File: config.mk
export PLATFORM = sky130hd
export DESIGN_NAME = co2_sensor_frame_parser_top
export DESIGN_NICKNAME = d
export VERILOG_FILES = /design/src/rtl/core/cfp_pkg.sv /design/src/rtl/core/cfp_front.sv /design/src/rtl/core/cfp_queue.sv /design/src/rtl/core/cfp_back.sv /design/src/rtl/core/co2_sensor_frame_parser_top.sv
export SDC_FILE = /design/constraint.sdc
export NUM_CORES = 1
export LEC_CHECK = 0
export ABC_AREA = 1
export BUFFER_PORTS_ARGS = -buffer_cell sky130_fd_sc_hd__buf_2
export CORE_UTILIZATION = 43
export DETAILED_ROUTE_END_ITERATION = 8
export PLACE_DENSITY_LB_ADDON = 0.05
export SLEW_MARGIN = 5
export SYNTH_ARGS = -nofsm -noshare
export SYNTH_HDL_FRONTEND = slang
export SYNTH_SLANG_ARGS = --single-unit
File: constraint.sdc
create_clock -name clk -period 2.8 [get_ports clk]
set_clock_uncertainty 0.05 [all_clocks]
set_input_delay 0.28 -clock clk [delete_from_list [all_inputs] [get_ports clk]]
set_output_delay 0.28 -clock clk [all_outputs]
set_load 0.02 [all_outputs]
File: src/rtl/core/cfp_pkg.sv
// Package for the CO2 sensor frame parser: codes, constants and the structs
// passed between the front end, the event queue and the back end.
// No dependencies.
package cfp_pkg;

    localparam int FRAME_LENGTH = 9;
    localparam int POS_W        = 4;
    localparam int QUEUE_DEPTH  = 4;
    localparam int CFG_INDEX_W  = 1;
    localparam int CFG_DATA_W   = 16;

    localparam logic [7:0]  HEADER_BYTE        = 8'hFF;
    localparam logic [7:0]  READ_COMMAND       = 8'h86;
    localparam logic [7:0]  TEMP_OFFSET        = 8'd40;
    localparam logic [15:0] WARMUP_SECONDS_RST = 16'd180;
    localparam logic [15:0] MIN_VALID_PPM_RST  = 16'd250;
    localparam logic [15:0] UPTIME_MAX         = 16'hFFFF;

    typedef enum logic {
        OP_BYTE = 1'b0,
        OP_TICK = 1'b1
    } opcode_t;

    typedef enum logic [1:0] {
        STATUS_OK           = 2'd0,
        STATUS_BAD_CHECKSUM = 2'd1,
        STATUS_NOT_READING  = 2'd2
    } status_t;

    typedef enum logic [CFG_INDEX_W-1:0] {
        CFG_WARMUP_SECONDS = 1'b0,
        CFG_MIN_VALID_PPM  = 1'b1
    } cfg_index_t;

    // One queued event: a tick, or a completed frame already classified
    typedef struct packed {
        logic        is_tick;
        logic        sum_ok;
        logic        cmd_ok;
        logic [15:0] ppm;
        logic [7:0]  temp_raw;
        logic [7:0]  extra;
    } event_t;

    typedef struct packed {
        status_t     status;
        logic [15:0] ppm;
        logic [7:0]  temperature;
        logic [7:0]  extra_byte;
        logic        warming_up;
        logic        ppm_valid;
    } result_t;

endpackage

File: src/rtl/core/cfp_front.sv
// Front end: hunts for the frame header, gathers frame bytes, checks the
// checksum and command, and queues one event per tick or completed frame.
// Depends on cfp_pkg.
module cfp_front (
    input  logic             clk,
    input  logic             rst_n,
    input  logic             accept,
    input  logic             opcode,
    input  logic [7:0]       rx_byte,
    output logic             enq_valid,
    output cfp_pkg::event_t  enq_event
);

    logic [cfp_pkg::POS_W-1:0] pos_reg, pos_next;
    logic [7:0]  sum_reg, sum_next;
    logic [7:0]  cmd_reg, cmd_next;
    logic [7:0]  ppm_hi_reg, ppm_hi_next;
    logic [7:0]  ppm_lo_reg, ppm_lo_next;
    logic [7:0]  temp_reg, temp_next;
    logic [7:0]  extra_reg, extra_next;
    logic [7:0]  sum_plus;

    assign sum_plus = sum_reg + rx_byte;

    always_comb
    begin
        pos_next    = pos_reg;
        sum_next    = sum_reg;
        cmd_next    = cmd_reg;
        ppm_hi_next = ppm_hi_reg;
        ppm_lo_next = ppm_lo_reg;
        temp_next   = temp_reg;
        extra_next  = extra_reg;
        enq_valid   = 1'b0;
        enq_event   = '0;
        if (accept)
        begin
            if (cfp_pkg::opcode_t'(opcode) == cfp_pkg::OP_TICK)
            begin
                enq_valid         = 1'b1;
                enq_event.is_tick = 1'b1;
            end
            else if (pos_reg == '0)
            begin
                if (rx_byte == cfp_pkg::HEADER_BYTE)
                begin
                    pos_next = cfp_pkg::POS_W'(1);
                    sum_next = '0;
                end
            end
            else
            begin
                case (pos_reg)
                    cfp_pkg::POS_W'(1): cmd_next    = rx_byte;
                    cfp_pkg::POS_W'(2): ppm_hi_next = rx_byte;
                    cfp_pkg::POS_W'(3): ppm_lo_next = rx_byte;
                    cfp_pkg::POS_W'(4): temp_next   = rx_byte;
                    cfp_pkg::POS_W'(6): extra_next  = rx_byte;
                    default:            ;
                endcase
                if (pos_reg < cfp_pkg::POS_W'(cfp_pkg::FRAME_LENGTH - 1))
                begin
                    sum_next = sum_plus;
                    pos_next = pos_reg + cfp_pkg::POS_W'(1);
                end
                else
                begin
                    // checksum byte: sum of bytes 1..7 plus checksum wraps to zero
                    pos_next           = '0;
                    enq_valid          = 1'b1;
                    enq_event.sum_ok   = (sum_plus == 8'd0);
                    enq_event.cmd_ok   = (cmd_reg == cfp_pkg::READ_COMMAND);
                    enq_event.ppm      = {ppm_hi_reg, ppm_lo_reg};
                    enq_event.temp_raw = temp_reg;
                    enq_event.extra    = extra_reg;
                end
            end
        end
    end

    always_ff @(posedge clk or negedge rst_n)
    begin
        if (!rst_n)
        begin
            pos_reg <= '0;
            sum_reg <= '0;
        end
        else
        begin
            pos_reg <= pos_next;
            sum_reg <= sum_next;
        end
    end

    always_ff @(posedge clk)
    begin
        cmd_reg    <= cmd_next;
        ppm_hi_reg <= ppm_hi_next;
        ppm_lo_reg <= ppm_lo_next;
        temp_reg   <= temp_next;
        extra_reg  <= extra_next;
    end

`ifndef SYNTHESIS
    a_pos_range: assert property (@(posedge clk) disable iff (!rst_n)
        pos_reg < cfp_pkg::POS_W'(cfp_pkg::FRAME_LENGTH))
        else $error("frame position out of range");
    a_frame_end: assert property (@(posedge clk) disable iff (!rst_n)
        (enq_valid && !enq_event.is_tick) |=> (pos_reg == '0))
        else $error("frame event without return to hunting");
`endif

endmodule

File: src/rtl/core/cfp_queue.sv
// Short event queue between the front end and the back end.
// Depends on cfp_pkg.
module cfp_queue #(
    parameter int DEPTH = cfp_pkg::QUEUE_DEPTH
) (
    input  logic             clk,
    input  logic             rst_n,
    input  logic             enq_valid,
    input  cfp_pkg::event_t  enq_event,
    output logic             full,
    output logic             deq_valid,
    output cfp_pkg::event_t  deq_event,
    input  logic             deq_ready
);

    localparam int IDX_W = $clog2(DEPTH);
    localparam int CNT_W = $clog2(DEPTH + 1);

    cfp_pkg::event_t entries_reg [DEPTH];
    logic [IDX_W-1:0] wr_ptr_reg, wr_ptr_next;
    logic [IDX_W-1:0] rd_ptr_reg, rd_ptr_next;
    logic [CNT_W-1:0] count_reg, count_next;
    logic do_enq, do_deq;

    assign full      = (count_reg == CNT_W'(DEPTH));
    assign deq_valid = (count_reg != '0);
    assign deq_event = entries_reg[rd_ptr_reg];
    assign do_enq    = enq_valid && !full;
    assign do_deq    = deq_ready && deq_valid;

    always_comb
    begin
        wr_ptr_next = wr_ptr_reg;
        rd_ptr_next = rd_ptr_reg;
        count_next  = count_reg;
        if (do_enq)
            wr_ptr_next = (wr_ptr_reg == IDX_W'(DEPTH - 1)) ? '0 : wr_ptr_reg + IDX_W'(1);
        if (do_deq)
            rd_ptr_next = (rd_ptr_reg == IDX_W'(DEPTH - 1)) ? '0 : rd_ptr_reg + IDX_W'(1);
        if (do_enq && !do_deq)
            count_next = count_reg + CNT_W'(1);
        else if (!do_enq && do_deq)
            count_next = count_reg - CNT_W'(1);
    end

    always_ff @(posedge clk or negedge rst_n)
    begin
        if (!rst_n)
        begin
            wr_ptr_reg <= '0;
            rd_ptr_reg <= '0;
            count_reg  <= '0;
        end
        else
        begin
            wr_ptr_reg <= wr_ptr_next;
            rd_ptr_reg <= rd_ptr_next;
            count_reg  <= count_next;
        end
    end

    always_ff @(posedge clk)
    begin
        if (do_enq)
            entries_reg[wr_ptr_reg] <= enq_event;
    end

`ifndef SYNTHESIS
    a_count_max: assert property (@(posedge clk) disable iff (!rst_n)
        count_reg <= CNT_W'(DEPTH))
        else $error("queue count exceeds depth");
    a_no_drop: assert property (@(posedge clk) disable iff (!rst_n)
        !(enq_valid && full))
        else $error("event offered to a full queue");
`endif

endmodule

File: src/rtl/core/cfp_back.sv
// Back end: keeps uptime, warm-up state and configuration, turns queued
// events into results and holds the result register. Depends on cfp_pkg.
module cfp_back (
    input  logic                               clk,
    input  logic                               rst_n,
    input  logic                               cfg_write,
    input  logic [cfp_pkg::CFG_INDEX_W-1:0]    cfg_index,
    input  logic [cfp_pkg::CFG_DATA_W-1:0]     cfg_data,
    input  logic                               deq_valid,
    input  cfp_pkg::event_t                    deq_event,
    output logic                               deq_ready,
    output logic                               out_valid,
    input  logic                               out_pop,
    output cfp_pkg::result_t                   result
);

    logic [15:0] warmup_seconds_reg;
    logic [15:0] min_valid_ppm_reg;
    logic [15:0] uptime_reg, uptime_next;
    logic        warmup_reg, warmup_next;
    logic        out_valid_reg, out_valid_next;
    cfp_pkg::result_t result_reg, result_next;
    logic        pop_ok, advance;

    assign pop_ok    = out_pop && out_valid_reg;
    assign advance   = deq_valid && (deq_event.is_tick || !out_valid_reg || pop_ok);
    assign deq_ready = advance;
    assign out_valid = out_valid_reg;
    assign result    = result_reg;

    always_comb
    begin
        uptime_next    = uptime_reg;
        warmup_next    = warmup_reg;
        out_valid_next = out_valid_reg && !pop_ok;
        result_next    = result_reg;
        if (advance)
        begin
            if (deq_event.is_tick)
            begin
                if (uptime_reg != cfp_pkg::UPTIME_MAX)
                    uptime_next = uptime_reg + 16'd1;
            end
            else
            begin
                out_valid_next = 1'b1;
                result_next    = '0;
                if (!deq_event.sum_ok)
                begin
                    result_next.status     = cfp_pkg::STATUS_BAD_CHECKSUM;
                    result_next.warming_up = warmup_reg;
                end
                else if (!deq_event.cmd_ok)
                begin
                    result_next.status     = cfp_pkg::STATUS_NOT_READING;
                    result_next.warming_up = warmup_reg;
                end
                else
                begin
                    if (uptime_reg > warmup_seconds_reg || deq_event.extra != 8'd0)
                        warmup_next = 1'b0;
                    result_next.status      = cfp_pkg::STATUS_OK;
                    result_next.ppm         = deq_event.ppm;
                    result_next.temperature = deq_event.temp_raw - cfp_pkg::TEMP_OFFSET;
                    result_next.extra_byte  = deq_event.extra;
                    result_next.warming_up  = warmup_next;
                    result_next.ppm_valid   = !warmup_next
                                              && (deq_event.ppm >= min_valid_ppm_reg);
                end
            end
        end
    end

    always_ff @(posedge clk or negedge rst_n)
    begin
        if (!rst_n)
        begin
            warmup_seconds_reg <= cfp_pkg::WARMUP_SECONDS_RST;
            min_valid_ppm_reg  <= cfp_pkg::MIN_VALID_PPM_RST;
            uptime_reg         <= '0;
            warmup_reg         <= 1'b1;
            out_valid_reg      <= 1'b0;
        end
        else
        begin
            if (cfg_write)
            begin
                unique case (cfp_pkg::cfg_index_t'(cfg_index))
                    cfp_pkg::CFG_WARMUP_SECONDS: warmup_seconds_reg <= cfg_data;
                    cfp_pkg::CFG_MIN_VALID_PPM:  min_valid_ppm_reg  <= cfg_data;
                endcase
            end
            uptime_reg    <= uptime_next;
            warmup_reg    <= warmup_next;
            out_valid_reg <= out_valid_next;
        end
    end

    always_ff @(posedge clk)
    begin
        result_reg <= result_next;
    end

`ifndef SYNTHESIS
    a_warmup_once: assert property (@(posedge clk) disable iff (!rst_n)
        !$rose(warmup_reg))
        else $error("warm-up flag set again after clearing");
    a_ppm_valid: assert property (@(posedge clk) disable iff (!rst_n)
        (out_valid_reg && result_reg.ppm_valid) |->
            (!result_reg.warming_up && result_reg.status == cfp_pkg::STATUS_OK))
        else $error("ppm flagged valid on a rejected or warm-up result");
`endif

endmodule

File: src/rtl/core/co2_sensor_frame_parser_top.sv
// CO2 sensor frame parser, top level: front end, event queue, back end.
// Depends on cfp_pkg, cfp_front, cfp_queue, cfp_back.
//
// Input channel (push/full): opcode 0 carries a received UART byte in
// rx_byte, opcode 1 marks one elapsed second. One transaction is taken per
// cycle whenever full is low.
// Result channel (empty/pop): one result per completed nine-byte frame,
// valid while empty is low, taken on pop. Rejected frames report status
// 1 (checksum) or 2 (not a reading reply) with zeroed reading fields.
// Config channel (cfg_valid/cfg_ready): index 0 warmup_seconds, index 1
// min_valid_ppm; cfg_ready is always high. Write only while idle.
// With the queue empty, a frame's event enters the queue as its checksum
// byte is taken; the back end loads the result register from the queue
// head unless an unpopped result holds it. Throughput is one input
// transaction per cycle while full is low. When pop stays low the result
// register holds, the back end stalls at the next frame event (ticks still
// drain) and the event queue (QUEUE_DEPTH entries) fills before full rises.
// Reset clears framing, uptime, queue and result valid flag, sets warm-up
// and loads the register defaults 180 and 250.
module co2_sensor_frame_parser_top #(
    parameter int QUEUE_DEPTH = cfp_pkg::QUEUE_DEPTH
) (
    input  logic                             clk,
    input  logic                             rst_n,
    input  logic                             push,
    output logic                             full,
    input  logic                             opcode,
    input  logic [7:0]                       rx_byte,
    output logic                             empty,
    input  logic                             pop,
    output logic [1:0]                       frame_status,
    output logic [15:0]                      ppm,
    output logic [7:0]                       temperature,
    output logic [7:0]                       extra_byte,
    output logic                             warming_up,
    output logic                             ppm_valid,
    input  logic                             cfg_valid,
    output logic                             cfg_ready,
    input  logic [cfp_pkg::CFG_INDEX_W-1:0]  cfg_index,
    input  logic [cfp_pkg::CFG_DATA_W-1:0]   cfg_data
);

    logic             accept;
    logic             enq_valid;
    cfp_pkg::event_t  enq_event;
    logic             deq_valid;
    logic             deq_ready;
    cfp_pkg::event_t  deq_event;
    logic             out_valid;
    cfp_pkg::result_t result;

    assign accept    = push && !full;
    assign cfg_ready = 1'b1;
    assign empty     = !out_valid;

    assign frame_status = result.status;
    assign ppm          = result.ppm;
    assign temperature  = result.temperature;
    assign extra_byte   = result.extra_byte;
    assign warming_up   = result.warming_up;
    assign ppm_valid    = result.ppm_valid;

    cfp_front u_front (
        .clk       (clk),
        .rst_n     (rst_n),
        .accept    (accept),
        .opcode    (opcode),
        .rx_byte   (rx_byte),
        .enq_valid (enq_valid),
        .enq_event (enq_event)
    );

    cfp_queue #(
        .DEPTH (QUEUE_DEPTH)
    ) u_queue (
        .clk       (clk),
        .rst_n     (rst_n),
        .enq_valid (enq_valid),
        .enq_event (enq_event),
        .full      (full),
        .deq_valid (deq_valid),
        .deq_event (deq_event),
        .deq_ready (deq_ready)
    );

    cfp_back u_back (
        .clk       (clk),
        .rst_n     (rst_n),
        .cfg_write (cfg_valid && cfg_ready),
        .cfg_index (cfg_index),
        .cfg_data  (cfg_data),
        .deq_valid (deq_valid),
        .deq_event (deq_event),
        .deq_ready (deq_ready),
        .out_valid (out_valid),
        .out_pop   (pop),
        .result    (result)
    );

endmodule

==> metrics.md, run 1 <==
| Metric | Value |
|---|---|
| Status | `complete, no violations` |
| Worst-Skew Late Latency | `550 ps` |
| HPWL after DPL | `between 15,000 and 20,000 µm` |
| CTS Buffer Depth | `3` |
| Compound-Gate Fraction of Synth Area | `0.0733` |
| CP max stage delay | `500 ps` |
| WP data arrival | `2820 ps` |
| Worst reg2reg path endpoint | `u_back.result[0]$_SDFFCE_PN0P_` |
| GR Overflow Total | `0` |
| Max-slew violation count | `0` |
| Most used DFF post-synth | `edfxtp_1` |
| Top cell type's share of synthesized area | `0.515` |
| Crit path max-delay cell type | `o21ai_0` |
| Final worst-path cycle share | `0.915` |
| Synthesized net count | `between 1,000 and 1,500` |
| CP Class | `reg2reg` |
| Post-synth EDFFs | `approximately 220` |
| Total Routing Usage GR | `0.195` |
| Number of buffers created by CTS | `31` |
| Slew headroom | `0.386` |
| # fillers | `2,568` |
| Core area | `28,800 µm²` |
| WP data required | `3060 ps` |
| DR vias | `8,259` |
| Initial Util | `0.438` |
| Synth Area in Simple Gates | `0.147` |
| # diodes | `0` |
| Crit-path max FO | `51` |
| Post-synthesis xor/xnor area fraction | `0.0160` |
| Worst Hold Class | `in2reg` |
| Routed Antenna Nets | `0` |
| Post-synthesis mux area share | `0` |
| Die Wd | `173 µm` |
| Most frequent cell after synthesis | `nand2_1` |
| Final GP Congestion | `0.799` |
| Yosys Warn Count | `0` |
| Share of cells above drive strength 1 | `0.133` |
| Core Rows | `between 60 and 70` |
| RSZ-0062 raised after global routing | `no` |
| Yosys cell types | `46` |
| Storage cell area | `8230 µm²` |
| PortBufs | `about 70` |
| Vias in the first global route | `between 8,000 and 9,000` |
| Nature of the critical path endpoint | `flop` |
| Synth Cell Area | `12,600 µm²` |
| Commonest cells in the netlist | `nand2_1 (223), edfxtp_1 (216), nor2_1 (160)` |
| Area grow syn2layout | `17.1%` |
| DP Worst Slack | `between 200 and 300 ps` |
| Flops & latches, synth | `around 290` |
| Top-Level Pins | `70` |
| Yosys top cell by area | `edfxtp_1` |
| Final Hold Viols | `0` |
| Fin Setup TNS | `0 ps` |
| Final WS setup | `around 240 ps` |
| Syn_area_per_cell | `10.9 µm²` |
| Final core occ | `0.512` |
| Adder-Cell Fraction of Synth Area | `0.0538` |
| Synth area leaders | `edfxtp_1 (52%), dfrtp_1 (12%), nand2_1 (6.6%)` |
| Final setup viols | `0` |
| Max-cap viol count | `0` |
| Worst vdd ir | `0.477 mV` |
| Start point of the worst min-delay path | `rx_byte[0]` |
| Clk sink count | `between 200 and 300` |
| Total Nets Final | `around 1,300` |
| Largest net degree at the start of global routing | `73` |
| Die area | `roughly 30,000 µm²` |
| Worst path cell trace | `clkinv_4, o21ai_0, nand2_1, ha_1, a21oi_1, o21ai_0, nand2_1, a21oi_1, nor3_1, nor2_1` |
| P_leak | `6.17 nW` |
| Die Y | `173 µm` |
| Reg2Reg Setup Slack | `240 ps` |
| Multi-input gate area | `3690 µm²` |
| CTS tree | `done` |
| Crit start category | `flop` |
| Hold Worst Slack | `63.1 ps` |
| Endpoint, Worst Hold | `u_front.ppm_lo_reg[0]$_DFFE_PP_` |
| Largest family of logic cells by synthesized area | `simple AND/OR/NAND/NOR gates` |
| Avg WL per Cell | `17.2 µm` |
| Antenna violations before repair | `1` |
| Iteration count of the initial detailed-routing pass | `4` |
| Clock root buffer master | `clkbuf_16` |
| Mapped Cells | `approximately 1,200` |
| Pwr dens | `1040 nW/µm²` |
| Critical R2R Launch | `u_queue.rd_ptr_reg[0]$_DFFE_PN0P_` |
| DRC viols | `0` |
| Drt first-iter violations | `528` |
| Tightest Pin Transition | `between 900 and 1000 ps` |
| First-pass GRT wire length | `45,000 µm` |
| Asr flop ratio synth | `0.242` |
| Crit path time final | `2560 ps` |
| Sequential area share after synthesis | `0.653` |
| Largest register FFs | `140` |
| H-tree Lvls | `1` |
| Hold Crit Depth | `1` |
| Clock transition at the registers of the reported paths | `60 ps` |
| Power, Total | `15.3 mW` |
| Via density | `4.94` |
| Fmax | `390 MHz` |
| WL final | `about 29,000 µm` |
| Reg2Reg Depth | `10` |
layout make-up:
cell class / count / share of cell area
Sequential cell: 285 / 0.558
Multi-Input combinational cell: 704 / 0.250
Clock buffer: 42 / 0.0568
Timing Repair Buffer: 109 / 0.0538
Inverter: 134 / 0.0346
Tap cell: 384 / 0.0326
Clock inverter: 15 / 0.0139
report_power, final:
group / internal (mW) / switching [mW]
clock: 2.54 / 1.63
combinational: 1.68 / 3.53
sequential: 5.56 / 0.342
what timing repair did:
action | in CTS | in global routing
buffers inserted | 0 | 0
gates resized for setup | 0 | 2
hold buffers | 18 | 0
endpoints found under the setup margin | 0 | 1
hold endpoints to repair | 46 | 0
kinds of logic after synthesis:
kind of cell / Yosys count
adder cells (fa/ha/maj): 53
other: 1
XOR/XNOR: 23
AO/OA/AOI/OAI: 169
buffers and inverters: 171
AND/OR/NAND/NOR: 458
flip-flops: 285
stage by stage:
step	cell area [µm²]	instances
2_1_floorplan	12600	1160
3_3_place_gp	13500	1598
3_5_place_dp	13500	1598
4_1_cts	14700	1673
5_1_grt	14700	1673
6_report	14700	1673
cell usage in the layout, fill, tap and decap left out, drive strengths merged, types with 18 or more instances in the layout:
cell type / instances
nand2: 227
edfxtp: 216
nor2: 162
inv: 133
o21ai: 109
buf: 91
dfrtp: 58
ha: 51
a21oi: 48
nand3: 43
clkbuf: 42
dlygate4sd3: 18
worst max path at each step:
| stage | from | end | slack [ps] | cells past startpoint |
|---|---|---|---|---|
| 4_1_cts | u_queue.rd_ptr_reg[0]$_DFFE_PN0P_ | u_back.result[0]$_SDFFCE_PN0P_ | 230 | 9 |
| 3_3_place_gp | u_queue.rd_ptr_reg[0]$_DFFE_PN0P_ | u_back.result[0]$_SDFFCE_PN0P_ | 220 | 10 |
| 6_report | u_queue.rd_ptr_reg[0]$_DFFE_PN0P_ | u_back.result[0]$_SDFFCE_PN0P_ | 240 | 10 |
| 2_1_floorplan | u_queue.count_reg[0]$_DFFE_PN0P_ | u_queue.entries_reg[0][0]$_DFFE_PP_ | -280 | 6 |
| 3_5_place_dp | u_queue.rd_ptr_reg[0]$_DFFE_PN0P_ | u_back.result[0]$_SDFFCE_PN0P_ | 280 | 11 |
| 5_1_grt | u_queue.rd_ptr_reg[0]$_DFFE_PN0P_ | u_back.result[0]$_SDFFCE_PN0P_ | 30 | 11 |
routing by layer:
| layer | up-vias | global-route usage | share of wire |
|---|---|---|---|
| met4 | 0 | 0.0442 | 0.016 |
| met1 | 3975 | 0.280 | 0.48 |
| met3 | 42 | 0.0277 | 0.041 |
| met2 | 149 | 0.316 | 0.47 |
| li1 | 4093 | - | - |
| met5 | - | 0 | 0 |
critical path, delay by kind of cell, from the launching register on:
kind                       cells  cell delay [ps]
adders and majority gates      1              330
DFF                            1              410
and+or+nand+nor                4              390
buffers and inverters          1              300
AOI/OAI and AO/OA              4              810
Note: power is estimated with default switching activity, not from simulation.
==> run 2, diff against run 1 <==
--- a/config.mk
+++ b/config.mk
@@ -5,12 +5,12 @@
 export SDC_FILE = /design/constraint.sdc
 export NUM_CORES = 1
 export LEC_CHECK = 0
-export ABC_AREA = 1
+export ABC_AREA = 0
 export BUFFER_PORTS_ARGS = -buffer_cell sky130_fd_sc_hd__buf_2
 export CORE_UTILIZATION = 43
 export DETAILED_ROUTE_END_ITERATION = 8
 export PLACE_DENSITY_LB_ADDON = 0.05
-export SLEW_MARGIN = 5
+export SLEW_MARGIN = 10
 export SYNTH_ARGS = -nofsm -noshare
 export SYNTH_HDL_FRONTEND = slang
 export SYNTH_SLANG_ARGS = --single-unit
==> run 2 against run 1 <==
Critical path depth is 1 lower. Via count is 19% lower. Synthesized cell count is 34% lower. Wire length is 13% lower. Die area is 4.8% lower. Critical path type unchanged. Largest cell class unchanged. Largest power group unchanged. Highest routed layer unchanged.
==> metrics.md, run 2 <==
| Metric | Value |
|---|---|
| Finished Layout Cells | `1,291 (-23%)` |
| Post-synthesis xor/xnor area fraction | `0.0205 (+0.00447)` |
| Power, Total | `14.6 mW (-4.3%)` |
| Compound-Gate Fraction of Synth Area | `0.0399 (-0.0334)` |
| Yosys cell types | `55 (+20%)` |
| P_leak | `5.75 nW (-6.7%)` |
| Commonest cells in the netlist | `edfxtp_1 (216), and3_1 (67), dfrtp_1 (58)` |
| Final WS setup | `79.7 ps (-159 ps)` |
| Fmax | `368 MHz (-5.8%)` |
| CTS Buffer Depth | `3 (unchanged)` |
| Share of cells above drive strength 1 | `0.262 (+0.130)` |
| Storage cell area | `8230 µm² (unchanged)` |
| Iteration count of the initial detailed-routing pass | `5 (+1)` |
| Most used DFF post-synth | `edfxtp_1` |
| H-tree Lvls | `2 (+1)` |
| Syn_area_per_cell | `15.7 µm² (+45%)` |
| Most frequent cells in the layout | `edfxtp_1 (216), buf_2 (68), and3_1 (67)` |
| GR Overflow Total | `0 (unchanged)` |
| Top-Level Pins | `70 (unchanged)` |
| Largest register FFs | `140 (unchanged)` |
| RSZ-0062 raised after global routing | `no` |
| Final setup viols | `0 (unchanged)` |
| First-pass GRT wire length | `39,300 µm (-13%)` |
| Sequential area share after synthesis | `0.686 (+0.0332)` |
| Slew headroom | `0.389 (+0.00252)` |
| Post-synthesis mux area share | `0.0846 (+0.0846)` |
| Status | `complete, no violations` |
| DR vias | `6,716 (-19%)` |
| Flops & latches, synth | `285 (unchanged)` |
| CTS tree | `done` |
| Clock root buffer master | `clkbuf_16` |
| Adder-Cell Fraction of Synth Area | `0.0566 (+0.00274)` |
| Max-slew violation count | `0 (unchanged)` |
| Placed cell count | `1,212 (-24%)` |
| Top cell type's share of synthesized area | `0.541 (+0.0262)` |
| Crit path max-delay cell type | `mux4_2` |
| Number of buffers created by CTS | `34 (+9.7%)` |
| Crit start category | `flop` |
| Synth Cell Area | `12,000 µm² (-4.8%)` |
| Max-cap viol count | `0 (unchanged)` |
| HPWL after DPL | `16,300 µm (-9.0%)` |
| Core area | `27,200 µm² (-5.6%)` |
| Most frequent cell after synthesis | `edfxtp_1` |
| CP Class | `reg2reg` |
| Avg WL per Cell | `19.3 µm (+12%)` |
| Multi-input gate area | `3580 µm² (-3.0%)` |
| Via density | `5.20 (+5.4%)` |
| Core Rows | `60 (-3.2%)` |
| Commonest non-fill, non-tap cell in the layout | `edfxtp_1` |
| Final GP Congestion | `0.823 (+3.0%)` |
| Worst path cell trace | `buf_12, buf_12, mux4_2, ha_4, nand3_2, a21oi_2, a2111oi_4, or3_4, a2111oi_4` |
| Largest family of logic cells by synthesized area | `simple AND/OR/NAND/NOR gates` |
| CP max stage delay | `470 ps (-30 ps)` |
| Synth area leaders | `edfxtp_1 (54%), dfrtp_1 (12%), mux4_2 (6.6%)` |
| Nature of the critical path endpoint | `flop` |
| Total Nets Final | `978 (-28%)` |
| Crit path time final | `2720 ps (+159 ps)` |
| Initial Util | `0.441 (+0.00341)` |
| PortBufs | `68 (unchanged)` |
| Crit-path max FO | `4 (-92%)` |
| Clk sink count | `285 (unchanged)` |
| Yosys Warn Count | `0 (unchanged)` |
| Synth Area in Simple Gates | `0.0872 (-0.0603)` |
| Fin Setup TNS | `0 ps (unchanged)` |
| Vias in the first global route | `7,105 (-12%)` |
| Die Wd | `169 µm (-2.4%)` |
| WL final | `24,900 µm (-13%)` |
| Antenna violations before repair | `0 (-1)` |
| DRC viols | `0 (unchanged)` |
| Die Y | `169 µm (-2.4%)` |
| Drt first-iter violations | `345 (-35%)` |
| Mapped Cells | `763 (-34%)` |
| Synthesized net count | `847 (-32%)` |
| Total Routing Usage GR | `0.184 (-0.0117)` |
| DP Worst Slack | `-193 ps (-474 ps)` |
| Yosys top cell by area | `edfxtp_1` |
| Largest net degree at the start of global routing | `70 (-4.1%)` |
| Tightest Pin Transition | `917 ps (-1.56 ps)` |
| Die area | `28,500 µm² (-4.8%)` |
| WP data required | `3070 ps (about the same)` |
| Pwr dens | `1020 nW/µm² (-1.9%)` |
| # diodes | `0 (unchanged)` |
| Routed Antenna Nets | `0 (unchanged)` |
| Worst Hold Class | `in2reg` |
| # fillers | `2,276 (-11%)` |
| Area grow syn2layout | `20.0%` |
| Final worst-path cycle share | `0.972 (+0.0567)` |
| Final Hold Viols | `0 (unchanged)` |
| Worst vdd ir | `0.504 mV (+5.7%)` |
| Asr flop ratio synth | `0.242 (unchanged)` |
| Clock transition at the registers of the reported paths | `60 ps (about the same)` |
| Worst-Skew Late Latency | `500 ps (-50 ps)` |
| Post-synth EDFFs | `216 (unchanged)` |
| Hold Worst Slack | `58.3 ps (-4.77 ps)` |
| WP data arrival | `2990 ps (+170 ps)` |
-- run 2: changes by cell type in the layout (fill, tap and decap cells not counted), moves of 33 or more --
| cell | previous run | this run |
|---|---|---|
| a21oi_1 | 48 | 15 |
| and3_1 | 0 | 67 |
| inv_1 | 129 | 47 |
| mux4_2 | 0 | 35 |
| nand2_1 | 223 | 45 |
| nor2_1 | 156 | 21 |
| o21ai_0 | 101 | 26 |
-- run 2: final timing paths --
check	cells past startpoint	end	slack, ps	startpoint
max	9	u_back.result[0]$_SDFFCE_PN0P_	80	u_queue.rd_ptr_reg[0]$_DFFE_PN0P_
min	3	u_back.out_valid$_DFF_PN0_	60	pop
max reg2reg	9	u_back.result[0]$_SDFFCE_PN0P_	80	u_queue.rd_ptr_reg[0]$_DFFE_PN0P_
min reg2reg	2	u_front.sum_reg[5]$_DFFE_PN0P_	430	u_front.sum_reg[5]$_DFFE_PN0P_
max in group asynchronous	3	u_queue.rd_ptr_reg[0]$_DFFE_PN0P_	1570	rst_n
min in group asynchronous	3	u_back.uptime_reg[12]$_DFFE_PN0P_	490	rst_n
-- run 2: per-layer routing --
metal / wire [µm] / global-route usage
met5: 0 / 0
met4: 567 / 0.0668
met3: 901 / 0.0257
met2: 12200 / 0.303
met1: 11200 / 0.249
-- run 2: final cells by class --
| type | count | share of cell area |
|---|---|---|
| timing repair buffer | 121 | 0.0633 |
| clock inverter | 14 | 0.00531 |
| inverter | 48 | 0.0125 |
| sequential | 285 | 0.572 |
| multi-input combinational | 404 | 0.249 |
| tap | 372 | 0.0324 |
| clock buffer | 47 | 0.0654 |
-- run 2: worst max-delay path: cells and delay by family, from the launching register on --
family                   cells  cell delay (ps)
AO/OA/AOI/OAI                3              590
multiplexers                 1              470
adder cells (fa/ha/maj)      1              290
buffers and inverters        2              260
flip-flops                   1              430
AND/OR/NAND/NOR              2              450
-- run 2: cells by family after synthesis --
logic type,after synthesis
flops,285
simple gates,193
compound gates,74
buf+inv,74
mux,55
fa+ha+maj,53
xor+xnor,28
other cells,1
-- run 2: repair_timing --
| item | in CTS | in global routing |
|---|---|---|
| setup endpoints to repair | 4 | 8 |
| gates resized for setup | 4 | 18 |
| buffers inserted | 2 | 0 |
| hold endpoints to repair | 81 | 0 |
| hold buffers | 17 | 0 |
| pin swaps | 0 | 6 |
-- run 2: stage by stage --
step / utilization / cell area [µm²]
2_1_floorplan: - / 12000
3_3_place_gp: 0.480 / 13000
3_5_place_dp: 0.480 / 13000
4_1_cts: 0.525 / 14300
5_1_grt: 0.529 / 14400
6_report: 0.529 / 14400
-- run 2: where the power goes --
part	leakage (nW)	internal, mW	switching (mW)
logic	2.43	2.05	2.70
clock network	0.500	2.36	1.62
registers	2.83	5.57	0.333
==> run 3, diff against run 2 <==
--- a/config.mk
+++ b/config.mk
@@ -10,6 +10,7 @@
 export CORE_UTILIZATION = 43
 export DETAILED_ROUTE_END_ITERATION = 8
 export PLACE_DENSITY_LB_ADDON = 0.05
+export RECOVER_POWER = 100
 export SLEW_MARGIN = 10
 export SYNTH_ARGS = -nofsm -noshare
 export SYNTH_HDL_FRONTEND = slang
==> run 3 against run 2 <==
The run now ends with capacitance limit, slew limit left. Sequential power hardly changed. Power fell by 1.2%. Cell count unchanged. Largest cell class unchanged. Die area unchanged. Maximum frequency about the same. Largest power group unchanged. Wire length hardly changed. Critical path depth is the same.
==> metrics.md, run 3 (synthesis gave the netlist of run 2 again) <==
| Metric | Value |
|---|---|
| Clock transition at the registers of the reported paths | `60 ps (about the same)` |
| PortBufs | `68 (unchanged)` |
| WL final | `24,900 µm (about the same)` |
| Crit path max-delay cell type | `mux4_2` |
| Iteration count of the initial detailed-routing pass | `5 (unchanged)` |
| Die Y | `169 µm (unchanged)` |
| Total Nets Final | `978 (unchanged)` |
| Die Wd | `169 µm (unchanged)` |
| Final GP Congestion | `0.823 (unchanged)` |
| Clock root buffer master | `clkbuf_16` |
| Tightest Pin Transition | `1790 ps (+871 ps)` |
| Crit-path max FO | `4 (unchanged)` |
| Drt first-iter violations | `401 (+16%)` |
| Final WS setup | `77.7 ps (-1.99 ps)` |
| Antenna violations before repair | `0 (unchanged)` |
| Share of cells above drive strength 1 | `0.186 (-0.0762)` |
| Top-Level Pins | `70 (unchanged)` |
| CTS Buffer Depth | `3 (unchanged)` |
| Hold Crit Depth | `3 (unchanged)` |
| CP Class | `reg2reg` |
| WP data required | `3060 ps (about the same)` |
| Cell family with most CP delay | `compound AO/OA/AOI/OAI gates` |
| Core Rows | `60 (unchanged)` |
| Post-Place Cell Area | `13,000 µm² (unchanged)` |
| Die area | `28,500 µm² (unchanged)` |
| Crit path time final | `2720 ps (+1.99 ps)` |
| Slew headroom | `-0.192 (-0.581)` |
| RSZ-0062 raised after global routing | `no` |
| # diodes | `0 (unchanged)` |
| Worst path cell trace | `buf_12, buf_12, mux4_2, ha_4, nand3_2, a21oi_2, a2111oi_4, or3_4, a2111oi_4` |
| Final Cell Area | `14,200 µm² (-1.4%)` |
| Max-slew violation count | `70 (+70)` |
| P_leak | `5.52 nW (-4.1%)` |
| Clk sink count | `285 (unchanged)` |
| Final setup viols | `0 (unchanged)` |
| DP Worst Slack | `-193 ps (unchanged)` |
| Routed Antenna Nets | `0 (unchanged)` |
| Vias in the first global route | `7,105 (unchanged)` |
| Final worst-path cycle share | `0.972 (about the same)` |
| HPWL after DPL | `16,300 µm (unchanged)` |
| Reg2Reg Depth | `9 (unchanged)` |
| Core area | `27,200 µm² (unchanged)` |
| Area grow syn2layout | `18.4%` |
| Worst path depth | `9 (unchanged)` |
| Max-cap viol count | `1 (+1)` |
| GR Overflow Total | `0 (unchanged)` |
| Worst-Skew Late Latency | `490 ps (about the same)` |
| Internal power component | `9.80 mW (-1.7%)` |
| Number of buffers created by CTS | `34 (unchanged)` |
| Fmax | `367 MHz (about the same)` |
| Largest net degree at the start of global routing | `70 (unchanged)` |
| Critical R2R Launch | `u_queue.rd_ptr_reg[0]$_DFFE_PN0P_` |
| Status | `finished with violations` |
| Commonest non-fill, non-tap cell in the layout | `edfxtp_1` |
| Endpoint, Worst Hold | `u_back.out_valid$_DFF_PN0_` |
| Via density | `5.17 (-0.68%)` |
| Total Routing Usage GR | `0.184 (unchanged)` |
| H-tree Lvls | `2 (unchanged)` |
| Violated checks | `capacitance limit, slew limit` |
| First-pass GRT wire length | `39,300 µm (unchanged)` |
| Worst vdd ir | `0.426 mV (-16%)` |
| Nature of the critical path endpoint | `flop` |
| Clock Power Share | `0.275 (+0.003)` |
| CTS tree | `done` |
| Crit start category | `flop` |
| CP max stage delay | `470 ps (about the same)` |
| Most frequent cells in the layout | `edfxtp_1 (216), clkbuf_1 (76), and3_1 (67)` |
| Worst reg2reg path endpoint | `u_back.result[0]$_SDFFCE_PN0P_` |
| Reg2Reg Setup Slack | `80 ps (about the same)` |
| Combinational fraction of design power | `0.316 (-0.009)` |
| Net Switching | `4.65 mW (about the same)` |
| Pwr dens | `1020 nW/µm² (+0.16%)` |
| Avg WL per Cell | `19.3 µm (about the same)` |
| Largest register FFs | `140 (unchanged)` |
| Reg power frac | `0.409 (+0.006)` |
| DRC viols | `0 (unchanged)` |
| Worst path bufs/invs | `2 (unchanged)` |
| DR vias | `6,670 (-0.68%)` |
| Final Hold Viols | `0 (unchanged)` |
| Initial Util | `0.441 (unchanged)` |
| Switching Share | `0.322 (+0.00365)` |
| Worst Hold Class | `in2reg` |
| WP data arrival | `2990 ps (about the same)` |
| Start point of the worst min-delay path | `pop` |
-- run 3: worst max-delay path by stage --
stage	from	to
final	u_queue.rd_ptr_reg[0]$_DFFE_PN0P_	u_back.result[0]$_SDFFCE_PN0P_
after global routing	u_queue.rd_ptr_reg[0]$_DFFE_PN0P_	u_back.result[1]$_DFFE_PP_
after CTS	u_queue.rd_ptr_reg[0]$_DFFE_PN0P_	u_back.result[0]$_SDFFCE_PN0P_
after detailed placement	u_queue.rd_ptr_reg[0]$_DFFE_PN0P_	u_back.result[0]$_SDFFCE_PN0P_
after global placement	u_queue.rd_ptr_reg[0]$_DFFE_PN0P_	u_back.result[0]$_SDFFCE_PN0P_
after floorplan	u_queue.rd_ptr_reg[0]$_DFFE_PN0P_	u_back.result[0]$_SDFFCE_PN0P_
-- run 3: power by group through the flow --
| stage | combinational (mW) | clock [mW] | sequential, mW |
|---|---|---|---|
| after floorplan | 2.72 | 0 | 6.27 |
| final | 4.56 | 3.97 | 5.92 |
| after CTS | 4.68 | 4.07 | 5.91 |
| after detailed placement | 4.53 | 0 | 6.02 |
| after global routing | 5.03 | 4.24 | 6.01 |
| after global placement | 4.42 | 0 | 5.98 |
-- run 3: stage by stage --
step,instances,power [mW],utilization,hold slack (ps),setup TNS (ps)
floorplan,763,8.99,-,-65.6,0
global placement,1212,10.4,0.480,405,-241
detailed placement,1212,10.5,0.480,415,-279
CTS,1292,14.7,0.525,23.1,0
global route,1291,15.3,0.522,88.9,0
finish,1291,14.4,0.522,61.3,0
-- run 3: what timing repair did --
| action | CTS | global route |
|---|---|---|
| hold buffers | 17 | 0 |
| gates resized for setup | 4 | 18 |
| setup endpoints to repair | 4 | 8 |
| setup buffers | 2 | 0 |
| endpoints found under the hold margin | 81 | 0 |
| pin swaps | 0 | 6 |
-- run 3: final cells by class --
type	count	area, µm²
repair buffers	121	728
fillers	2320	13000
inverters	48	180
clock inverters	14	76.3
multi-input cells	404	3570
well taps	372	465
clock buffers	47	941
flip-flops and latches	285	8230
-- run 3: worst min-delay path, cell delays in order --
cell and delay, ps:
buf_2 70, nand2b_1 140, nand2_1 70
-- run 3: per-layer routing --
metal,GRT usage,part of all wire,up-vias
met5,0,0,-
met4,0.0668,0.021,0
met3,0.0257,0.047,39
met2,0.303,0.49,155
met1,0.249,0.44,3342
li1,-,-,3134
